**src/teacbc_pkg.sv**
```systemverilog
`default_nettype none

package teacbc_pkg;

  // Number of TEA rounds; every round is split over two half-round cells.
  localparam int unsigned Rounds   = 32;
  localparam int unsigned NumCells = 2 * Rounds;

  localparam logic [31:0] TeaDelta = 32'h9E37_79B9;
  localparam logic [31:0] AllOnes  = 32'hFFFF_FFFF;

  localparam int unsigned CfgIdxW = 8;

  // Configuration register map.
  typedef enum logic [CfgIdxW-1:0] {
    CFG_KEY0 = 8'd0,
    CFG_KEY1 = 8'd1,
    CFG_KEY2 = 8'd2,
    CFG_KEY3 = 8'd3,
    CFG_DIR  = 8'd4
  } teacbc_reg_e;

  // Cipher direction codes.
  localparam logic DirEncrypt = 1'b0;
  localparam logic DirDecrypt = 1'b1;

  // Register contents seen by the cell row.
  typedef struct packed {
    logic [31:0] key0;
    logic [31:0] key1;
    logic [31:0] key2;
    logic [31:0] key3;
    logic        dir;
  } teacbc_cfg_t;

  // One block in flight. The mix word is p and the updated word is q.
  // The chain words travel along for the decrypt output XOR.
  typedef struct packed {
    logic        valid;
    logic        dir;
    logic [31:0] p;
    logic [31:0] q;
    logic [31:0] chain_lo;
    logic [31:0] chain_hi;
  } teacbc_slot_t;

endpackage

`default_nettype wire

```
**src/teacbc_cfg.sv**
```systemverilog
`default_nettype none

module teacbc_cfg import teacbc_pkg::*; (
  input  wire logic               clk_i,
  input  wire logic               rst_ni,
  input  wire logic               cfg_valid_i,
  output      logic               cfg_ready_o,
  input  wire logic [CfgIdxW-1:0] cfg_index_i,
  input  wire logic [31:0]        cfg_data_i,
  output      teacbc_cfg_t        cfg_o
);

  teacbc_cfg_t cfg_q, cfg_d;

  // Registers are always writable.
  assign cfg_ready_o = 1'b1;

  // Register write decode; unknown indexes are dropped.
  always_comb begin
    cfg_d = cfg_q;
    if (cfg_valid_i) begin
      unique case (teacbc_reg_e'(cfg_index_i))
        CFG_KEY0: cfg_d.key0 = cfg_data_i;
        CFG_KEY1: cfg_d.key1 = cfg_data_i;
        CFG_KEY2: cfg_d.key2 = cfg_data_i;
        CFG_KEY3: cfg_d.key3 = cfg_data_i;
        CFG_DIR:  cfg_d.dir  = cfg_data_i[0];
        default:  cfg_d = cfg_q;
      endcase
    end
  end

  always_ff @(posedge clk_i or negedge rst_ni) begin
    if (!rst_ni) begin
      cfg_q <= '0;
    end else begin
      cfg_q <= cfg_d;
    end
  end

  assign cfg_o = cfg_q;

endmodule

`default_nettype wire

```
**config.mk**
```make
export PLATFORM = sky130hd
export DESIGN_NAME = teacbc_cfg
export DESIGN_NICKNAME = d
export VERILOG_FILES = /design/src/teacbc_pkg.sv /design/src/teacbc_cfg.sv
export SDC_FILE = /design/constraint.sdc
export NUM_CORES = 1
export LEC_CHECK = 0
export BUFFER_PORTS_ARGS = -buffer_cell sky130_fd_sc_hd__clkbuf_2
export CORE_ASPECT_RATIO = 1.1
export CORE_MARGIN = 8
export CORE_UTILIZATION = 45
export CTS_CLUSTER_DIAMETER = 100
export DETAILED_ROUTE_END_ITERATION = 16
export GPL_TIMING_DRIVEN = 0
export PLACE_DENSITY = 0.72
export SYNTH_ARGS = -nofsm -noshare
export SYNTH_HDL_FRONTEND = slang
export SYNTH_SLANG_ARGS = --single-unit
```
**constraint.sdc**
```tcl
create_clock -name clk_i -period 0.9 [get_ports clk_i]
set_clock_uncertainty 0.1 [all_clocks]
set_input_delay 0.045 -clock clk_i [delete_from_list [all_inputs] [get_ports clk_i]]
set_output_delay 0.045 -clock clk_i [all_outputs]
set_load 0.03 [all_outputs]
```
==> results.json <==
{
  "status": "finished, violations left",
  "violations": "negative hold slack, negative setup slack",
  "max_cap_violations": 0,
  "ys_seq_area_share_pct": 65.95,
  "grt_pass1_wl_um": 22720,
  "cp.required_ns": 1.09,
  "synth-seq-cells": 129,
  "drtIter0Drc": 142,
  "final_cells": 721,
  "hpwl_um": 8713,
  "tightest_slew_ns": 0.5255,
  "post-route-util_pct": 82.85,
  "cts_buffers": 17,
  "cp.arrival_ns": 1.47,
  "viasPerCell": 4.979,
  "pre_cts_ws_ns": -0.8652,
  "die_w_um": 115.4,
  "min_path_type": "in2async",
  "port_buffers": 171,
  "drv_slew": 0,
  "coreArea_mm2": 0.01076,
  "hold_viol": 130,
  "crit_type": "in2reg",
  "antenna_cells": 0,
  "dieArea_mm2": 0.01447,
  "cts.sinks": 129,
  "cts_tree": "done",
  "via_count": 3590,
  "whs_ns": -0.4876,
  "drive_gt1_share_pct": 70.56,
  "area_growth_pct": 82.13,
  "cellPowerDensity_mw_per_mm2": 1796,
  "r2r_cells": 2,
  "die_h_um": 125.4,
  "grt_overflow": 0,
  "drcViolationCount": 0,
  "grt_max_degree": 68,
  "grt_pass1_vias": 3931,
  "max_clock_freq_mhz": 779.7,
  "ys.warnings.count": 0,
  "final_area_mm2": 0.008915,
  "end_kind": "flop",
  "worstSetupStartpointType": "primary input",
  "dp.cells": 601,
  "p_leak_nw": 4.583,
  "min_period_ns": 1.283,
  "antenna_left": 0,
  "synth_fp_nets": 325,
  "setup_viol": 258,
  "dpl_cell_area_mm2": 0.006020,
  "ctsHoldBuffers": 32,
  "ir_worst_vdd_mv": 1.459,
  "root_buffer": "clkbuf_16",
  "drt_wl_total_um": 16830,
  "final_cell_mix": "buf_8, dfrtp_1, mux2_2",
  "first_pass_iters": 4,
  "clk_pin_slew_worst_paths_ns": 0.05,
  "fin_nets": 604,
  "grt_setup_unrepaired": "true",
  "synth.avg_cell_area_um2": 17.36,
  "gp_congestion": 0.7396,
  "clockBufferDepth": 2,
  "setup_ws_ns": -0.3826,
  "h-tree-depth": 4,
  "wire_per_inst_um": 23.34,
  "syn_area_mm2": 0.004895,
  "grt_usage_pct": 21.06,
  "yosys.cell_types.count": 16,
  "worstPathMaxFanout": 10,
  "initial_utilization_pct": 45.49,
  "total_power_w": 0.01601,
  "relSlewSlack_pct": 64.97,
  "finalCritPeriodShare_pct": 142.5,
  "clk_latency_ns": 0.41,
  "io_pins": 173,
  "synthCells": 282,
  "grt_antenna_before_repair": 0,
  "rows": 40,
  "largest_reg_flops": 129,
  "layout_commonest_cell": "buf_8"
}
critical path, stage by stage:
cell     delay [ns]
buf_6          0.09
nor4_4         0.26
buf_4          0.16
buf_4          0.10
buf_4          0.09
nand3_2        0.17
buf_6          0.23
mux2_1         0.31
cell usage after synthesis:
cell type | n | share of area (%)
dfrtp_1 | 129 | 66
mux2_2 | 118 | 27
mux2_1 | 11 | 2.5
buf_2 | 6 | 0.61
buf_6 | 6 | 1.4
buf_4 | 2 | 0.31
and4b_1 | 1 | 0.20
conb_1 | 1 | 0.077
nand3_2 | 1 | 0.20
nand4_1 | 1 | 0.13
nand4_2 | 1 | 0.26
nand4b_2 | 1 | 0.31
nor2_1 | 1 | 0.077
nor2b_1 | 1 | 0.13
nor3b_2 | 1 | 0.26
nor4_4 | 1 | 0.43
cell families (layout without fill, tap and decap cells):
kind of cell	after synthesis	count (layout)	synth area share [%]
buffers and inverters	14	306	2.300
flip-flops	129	129	65.95
multiplexers	129	129	29.68
other	1	1	0.07661
AND/OR/NAND/NOR	9	9	1.994
final timing paths:
path / startpoint / endpoint / slack [ns]
min in group clk_i: cfg_index_i[2] / cfg_o[0] / -0.04
hold / removal: rst_ni / cfg_o[110] / -0.49
hold reg to reg: cfg_o[103] / cfg_o[103] / 0.45
setup reg to reg: cfg_o[115] / cfg_o[115] / -0.18
max in group asynchronous: rst_ni / cfg_o[93] / 0.48
setup / recovery: cfg_index_i[5] / cfg_o[103] / -0.38
layout make-up:
cell class	count	area, um^2
flip-flops and latches	129	3228
repair buffers	260	2993
fillers	484	1846
multi-input cells	139	1697
clock buffers	21	460.4
plain buffers	14	192.7
well taps	147	183.9
clock inverters	11	160.2
power by group:
| group | switching, W | total, W | internal [W] |
|---|---|---|---|
| logic | 0.00113 | 0.00240 | 0.00127 |
| clock network | 0.00250 | 0.00726 | 0.00476 |
| registers | 0.000276 | 0.00636 | 0.00608 |
through the flow:
step                TNS, ns  hold WS [ns]
finish               -68.28       -0.4876
global route         -78.18       -0.4552
CTS                  -54.91       -0.4756
detailed placement   -97.23      -0.04246
global placement    -374.67        0.2076
floorplan            -56.64       -0.3506
metal layers:
layer	up-vias	GRT usage, %	share of wire [%]
met5	-	0	0
li1	1570	-	-
met2	145	37.02	55
met3	17	8.811	7.6
met4	0	8.204	1.6
met1	1858	21.40	36
timing repair:
item,CTS,global route
hold endpoints to repair,258,63
gates cloned,0,3
pin swaps,1,1
gates resized for setup,279,155
endpoints found under the setup margin,257,258
setup buffers,17,36
Note: power is estimated with default switching activity, not from simulation.
