[src/teacbc_pkg.sv]
`default_nettype none

package teacbc_pkg;

  // Number of TEA rounds; every round is split over two half-round cells.
  localparam int unsigned Rounds   = 32;
  localparam int unsigned NumCells = 2 * Rounds;

  localparam logic [31:0] TeaDelta = 32'h9E37_79B9;
  localparam logic [31:0] AllOnes  = 32'hFFFF_FFFF;

  localparam int unsigned CfgIdxW = 8;

  // Configuration register map.
  typedef enum logic [CfgIdxW-1:0] {
    CFG_KEY0 = 8'd0,
    CFG_KEY1 = 8'd1,
    CFG_KEY2 = 8'd2,
    CFG_KEY3 = 8'd3,
    CFG_DIR  = 8'd4
  } teacbc_reg_e;

  // Cipher direction codes.
  localparam logic DirEncrypt = 1'b0;
  localparam logic DirDecrypt = 1'b1;

  // Register contents seen by the cell row.
  typedef struct packed {
    logic [31:0] key0;
    logic [31:0] key1;
    logic [31:0] key2;
    logic [31:0] key3;
    logic        dir;
  } teacbc_cfg_t;

  // One block in flight. The mix word is p and the updated word is q.
  // The chain words travel along for the decrypt output XOR.
  typedef struct packed {
    logic        valid;
    logic        dir;
    logic [31:0] p;
    logic [31:0] q;
    logic [31:0] chain_lo;
    logic [31:0] chain_hi;
  } teacbc_slot_t;

endpackage

`default_nettype wire

[src/teacbc_cell.sv]
`default_nettype none

module teacbc_cell import teacbc_pkg::*; (
  input  wire logic         clk_i,
  input  wire logic         rst_ni,
  input  wire logic         advance_i,
  input  wire logic         odd_i,
  input  wire logic [31:0]  sum_enc_i,
  input  wire logic [31:0]  sum_dec_i,
  input  wire teacbc_cfg_t  cfg_i,
  input  wire teacbc_slot_t slot_i,
  output      teacbc_slot_t slot_o
);

  logic         valid_q;
  teacbc_slot_t data_q, data_d;
  logic         use_hi;
  logic [31:0]  ka, kb, sum;
  logic [31:0]  shl_term, shr_term, sum_term, mix;

  // Key pair and round sum for this half-round.
  assign use_hi = slot_i.dir ^ odd_i;
  assign ka     = use_hi ? cfg_i.key2 : cfg_i.key0;
  assign kb     = use_hi ? cfg_i.key3 : cfg_i.key1;
  assign sum    = (slot_i.dir == DirDecrypt) ? sum_dec_i : sum_enc_i;

  // TEA mixing function on the p word.
  assign shl_term = (slot_i.p << 4) + ka;
  assign shr_term = (slot_i.p >> 5) + kb;
  assign sum_term = slot_i.p + sum;
  assign mix      = shl_term ^ sum_term ^ shr_term;

  // Update q, then swap so the next cell mixes from the fresh word.
  always_comb begin
    data_d   = slot_i;
    data_d.p = (slot_i.dir == DirDecrypt) ? (slot_i.q - mix) : (slot_i.q + mix);
    data_d.q = slot_i.p;
  end

  always_ff @(posedge clk_i or negedge rst_ni) begin
    if (!rst_ni) begin
      valid_q <= 1'b0;
    end else if (advance_i) begin
      valid_q <= slot_i.valid;
    end
  end

  always_ff @(posedge clk_i) begin
    if (advance_i) begin
      data_q <= data_d;
    end
  end

  always_comb begin
    slot_o       = data_q;
    slot_o.valid = valid_q;
  end

endmodule

`default_nettype wire

[config.mk]
export PLATFORM = sky130hd
export DESIGN_NAME = teacbc_cell
export DESIGN_NICKNAME = d
export VERILOG_FILES = /design/src/teacbc_pkg.sv /design/src/teacbc_cell.sv
export SDC_FILE = /design/constraint.sdc
export NUM_CORES = 1
export LEC_CHECK = 0
export BUFFER_PORTS_ARGS = -buffer_cell sky130_fd_sc_hd__buf_2
export CAP_MARGIN = 25
export CORE_AREA = 2 2 179 181
export CTS_CLUSTER_DIAMETER = 100
export DETAILED_ROUTE_END_ITERATION = 7
export DIE_AREA = 0 0 181 183
export PLACE_DENSITY = 0.67
export SKIP_CTS_REPAIR_TIMING = 1
export SYNTH_ARGS = -nofsm -noshare
export SYNTH_HDL_FRONTEND = slang
export SYNTH_SLANG_ARGS = --single-unit
export TNS_END_PERCENT = 30
[constraint.sdc]
create_clock -name clk_i -period 0.8 [get_ports clk_i]
set_input_delay 0.04 -clock clk_i [delete_from_list [all_inputs] [get_ports clk_i]]
set_output_delay 0.04 -clock clk_i [all_outputs]
set_load 0.02 [all_outputs]
==> metrics.md <==
| Metric | Value |
|---|---|
| Final Setup Violations | 162 |
| Crit Path Category | in -> reg |
| Final Skew | 0 ns |
| GRT Overall Usage | 0.254 |
| I/O pins | 457 |
| Power density cells | 3180 nW/um^2 |
| DRT antenna net count | 0 |
| Worst setup SP type | input port |
| Status | finished, violations left |
| Critical Path End Type | register |
| Die W | 181 um |
| Ys Warns | 0 |
| Final slew viol count | 0 |
| Setup TNS | -140.38 ns |
| Starting Density | 0.381 |
| CTS Buf Count | 17 |
| Iteration-0 DRC count of the detailed router | 597 |
| Number of global-route vias before repair | 12.5k |
| WHS Path Cells | 2 |
| Maximum clock rate | 178 MHz |
| Register-to-Register Path Depth | 1 |
| Normalized max-slew margin | 0.694 |
| Initial antenna violation count | 5 |
| Grt ovf | 0 |
| DP Area | 17700 um^2 |
| Crit share post-route | 7.04 |
| Die Span Y | 183 um |
| Wire per inst | 17.9 um |
| Final core utilization | 0.649 |
| Drt first pass iters | 4 |
| Cells after Synth | 1169 |
| HP Class | in -> reg |
| HPWL Detailed | 36600 um |
| Share of the yosys chip area belonging to registers | 0.327 |
| Clock slew at reported path FFs | 0.06 ns |
| Layout overhead on the synthesized area | 70.3% |
| PnR worst setup slack | -4.83 ns |
| Final nets | 2585 |
| Drc violations | 0 |
| Clk root buf | clkbuf_16 |
| Slowest cell on crit path | or3_4 |
| Largest net degree at the start of global routing | 40 |
| Yosys cell types | 74 |
| Arrival @ worst endpoint | 5.80 ns |
| P_leak | 9.45 nW |
| Synth Flop Type | edfxtp_1 |
| Count of final hold-check violations | 0 |
| Share of layout cells above drive strength 1 | 0.510 |
| Violated checks | negative setup slack |
| Yosys reg bits | 130 |
| Clock sink count | 130 |
| Largest stage delay, worst path | 0.41 ns |
| H-tree level count | 4 |
| Final WL | 45600 um |
| Vias/cell | 5.04 |
| Clock Path Buffers | 2 |
| CP required | 0.97 ns |
| Die area | 33100 um^2 |
| Design area | 20300 um^2 |
| GPL Wtd Cong | 0.934 |
| Core area | 31200 um^2 |
| Least-Margin Pin Slew | 0.458 ns |
| Number of cell rows | 65 |
| Mapped Area | 11900 um^2 |
| Avg Inst Size Synth | 10.2 um^2 |
| Syn nets | 1617 |
| Vias | 12.9k |
| Post-synth ARST share | 0.00769 |
| CP Max Fanout | 4 |
| Post-synth EDFFs | 129 |
| Place WS | -5.32 ns |
| Tmin final | 5.63 ns |
| Peak VDD IR | 1.98 mV |
| Unrepaired setup endpoints after global routing | yes |
| Worst hold slack | 0.0126 ns |
| CTS tree | done |
| Worst-Skew Late Latency | 0.42 ns |
| Max-cap violation count | 0 |
| First-pass GRT wire length | 65800 um |
| I/O Buffers | 455 |
==> power breakdown <==
part,leakage (nW),internal [mW],total [mW],switching (mW)
registers,1.27,9.91,10.3,0.401
logic,7.87,24.1,45.5,21.4
clock network,0.306,5.28,8.66,3.38
total,9.45,39.3,64.4,25.2
==> sequential cells by signal (all words and copies together), names as in the netlist <==
name and cells:
slot_o 129, valid_q 1
==> cells in the mapped netlist (7+ instances only) <==
library cell | number | area share
a31oi_1 | 21 | 0.011
inv_1 | 24 | 0.0076
nor2_1 | 61 | 0.019
nor3_1 | 11 | 0.0046
xor2_1 | 47 | 0.035
mux2_2 | 85 | 0.080
o21bai_1 | 11 | 0.0069
and2_1 | 7 | 0.0037
edfxtp_1 | 129 | 0.33
nor2b_1 | 12 | 0.0063
clkbuf_1 | 13 | 0.0041
ha_1 | 117 | 0.12
and3_1 | 13 | 0.0068
or3_1 | 7 | 0.0037
xnor2_1 | 156 | 0.11
a211oi_1 | 16 | 0.010
o21ai_1 | 7 | 0.0029
mux2i_1 | 12 | 0.010
a21oi_1 | 113 | 0.047
o21ai_0 | 60 | 0.025
a21o_1 | 45 | 0.028
nand2_1 | 68 | 0.021
nand2b_1 | 11 | 0.0058
nand3_1 | 20 | 0.0084
nand4_1 | 9 | 0.0047
o21a_1 | 12 | 0.0076
==> worst paths after layout <==
check / from / end / slack [ns]
worst min-delay path: advance_i / valid_q$_DFFE_PN0P_ / 0.01
min in group asynchronous: rst_ni / valid_q$_DFFE_PN0P_ / 0.44
max in group asynchronous: rst_ni / valid_q$_DFFE_PN0P_ / 0.26
worst max-delay path: slot_i[128] / slot_o[126]$_DFFE_PP_ / -4.83
worst min register to register: valid_q$_DFFE_PN0P_ / valid_q$_DFFE_PN0P_ / 0.52
worst max register to register: valid_q$_DFFE_PN0P_ / valid_q$_DFFE_PN0P_ / 0.05
==> stage by stage <==
stage	instances	total power, mW
floorplan	1169	32.8
global placement	2394	48.9
detailed placement	2394	49.7
CTS	2426	58.6
global route	2556	68.6
finish	2556	64.4
==> worst max-delay path: cells and delay by family <==
kind / cells / cell delay (ns)
multiplexers: 1 / 0.30
adder cells (fa/ha/maj): 3 / 0.89
XOR/XNOR: 5 / 0.73
AND/OR/NAND/NOR: 5 / 1.13
AO/OA/AOI/OAI: 11 / 2.17
buffers and inverters: 4 / 0.52
==> cell usage in the layout, fill, tap and decap left out, types with 15 or more instances in the layout <==
cell type      netlist  routed
nand3_1             20      18
dlygate4sd3_1        0      99
nor2_1              61      58
buf_4                3     399
buf_2                5     431
xnor2_1            156     143
a31oi_1             21      15
buf_6                0      33
ha_1               117     107
nand2_1             68      65
xor2_1              47      43
a21oi_1            113      92
o21ai_0             60      49
edfxtp_1           129     129
mux2_2              85      84
clkbuf_16            0      17
inv_1               24      22
a21o_1              45      45
a21oi_2              1      20
==> area by class of cell <==
class | instances | area (um^2)
clock inverters | 14 | 203
fillers | 2519 | 10900
multi-input cells | 993 | 8440
flip-flops and latches | 130 | 3900
inverters | 24 | 92.6
diodes | 4 | 10.0
well taps | 402 | 503
repair buffers | 971 | 6700
clock buffers | 18 | 429
==> per-layer routing <==
layer / global-route usage / vias up / wire length, um
met2: 0.445 / 443 / 22500
met1: 0.329 / 6063 / 20100
met3: 0.0344 / 55 / 2250
met5: 0 / - / 10
met4: 0.0657 / 2 / 789
li1: - / 6320 / -
==> logic make-up after synthesis <==
family,synth area share
adders and majority gates,0.130
DFF,0.327
and+or+nand+nor,0.0999
AOI/OAI and AO/OA,0.174
muxes,0.0905
buffers and inverters,0.0160
xor gates and xnor gates,0.162
(Power assumes the default switching activity.)
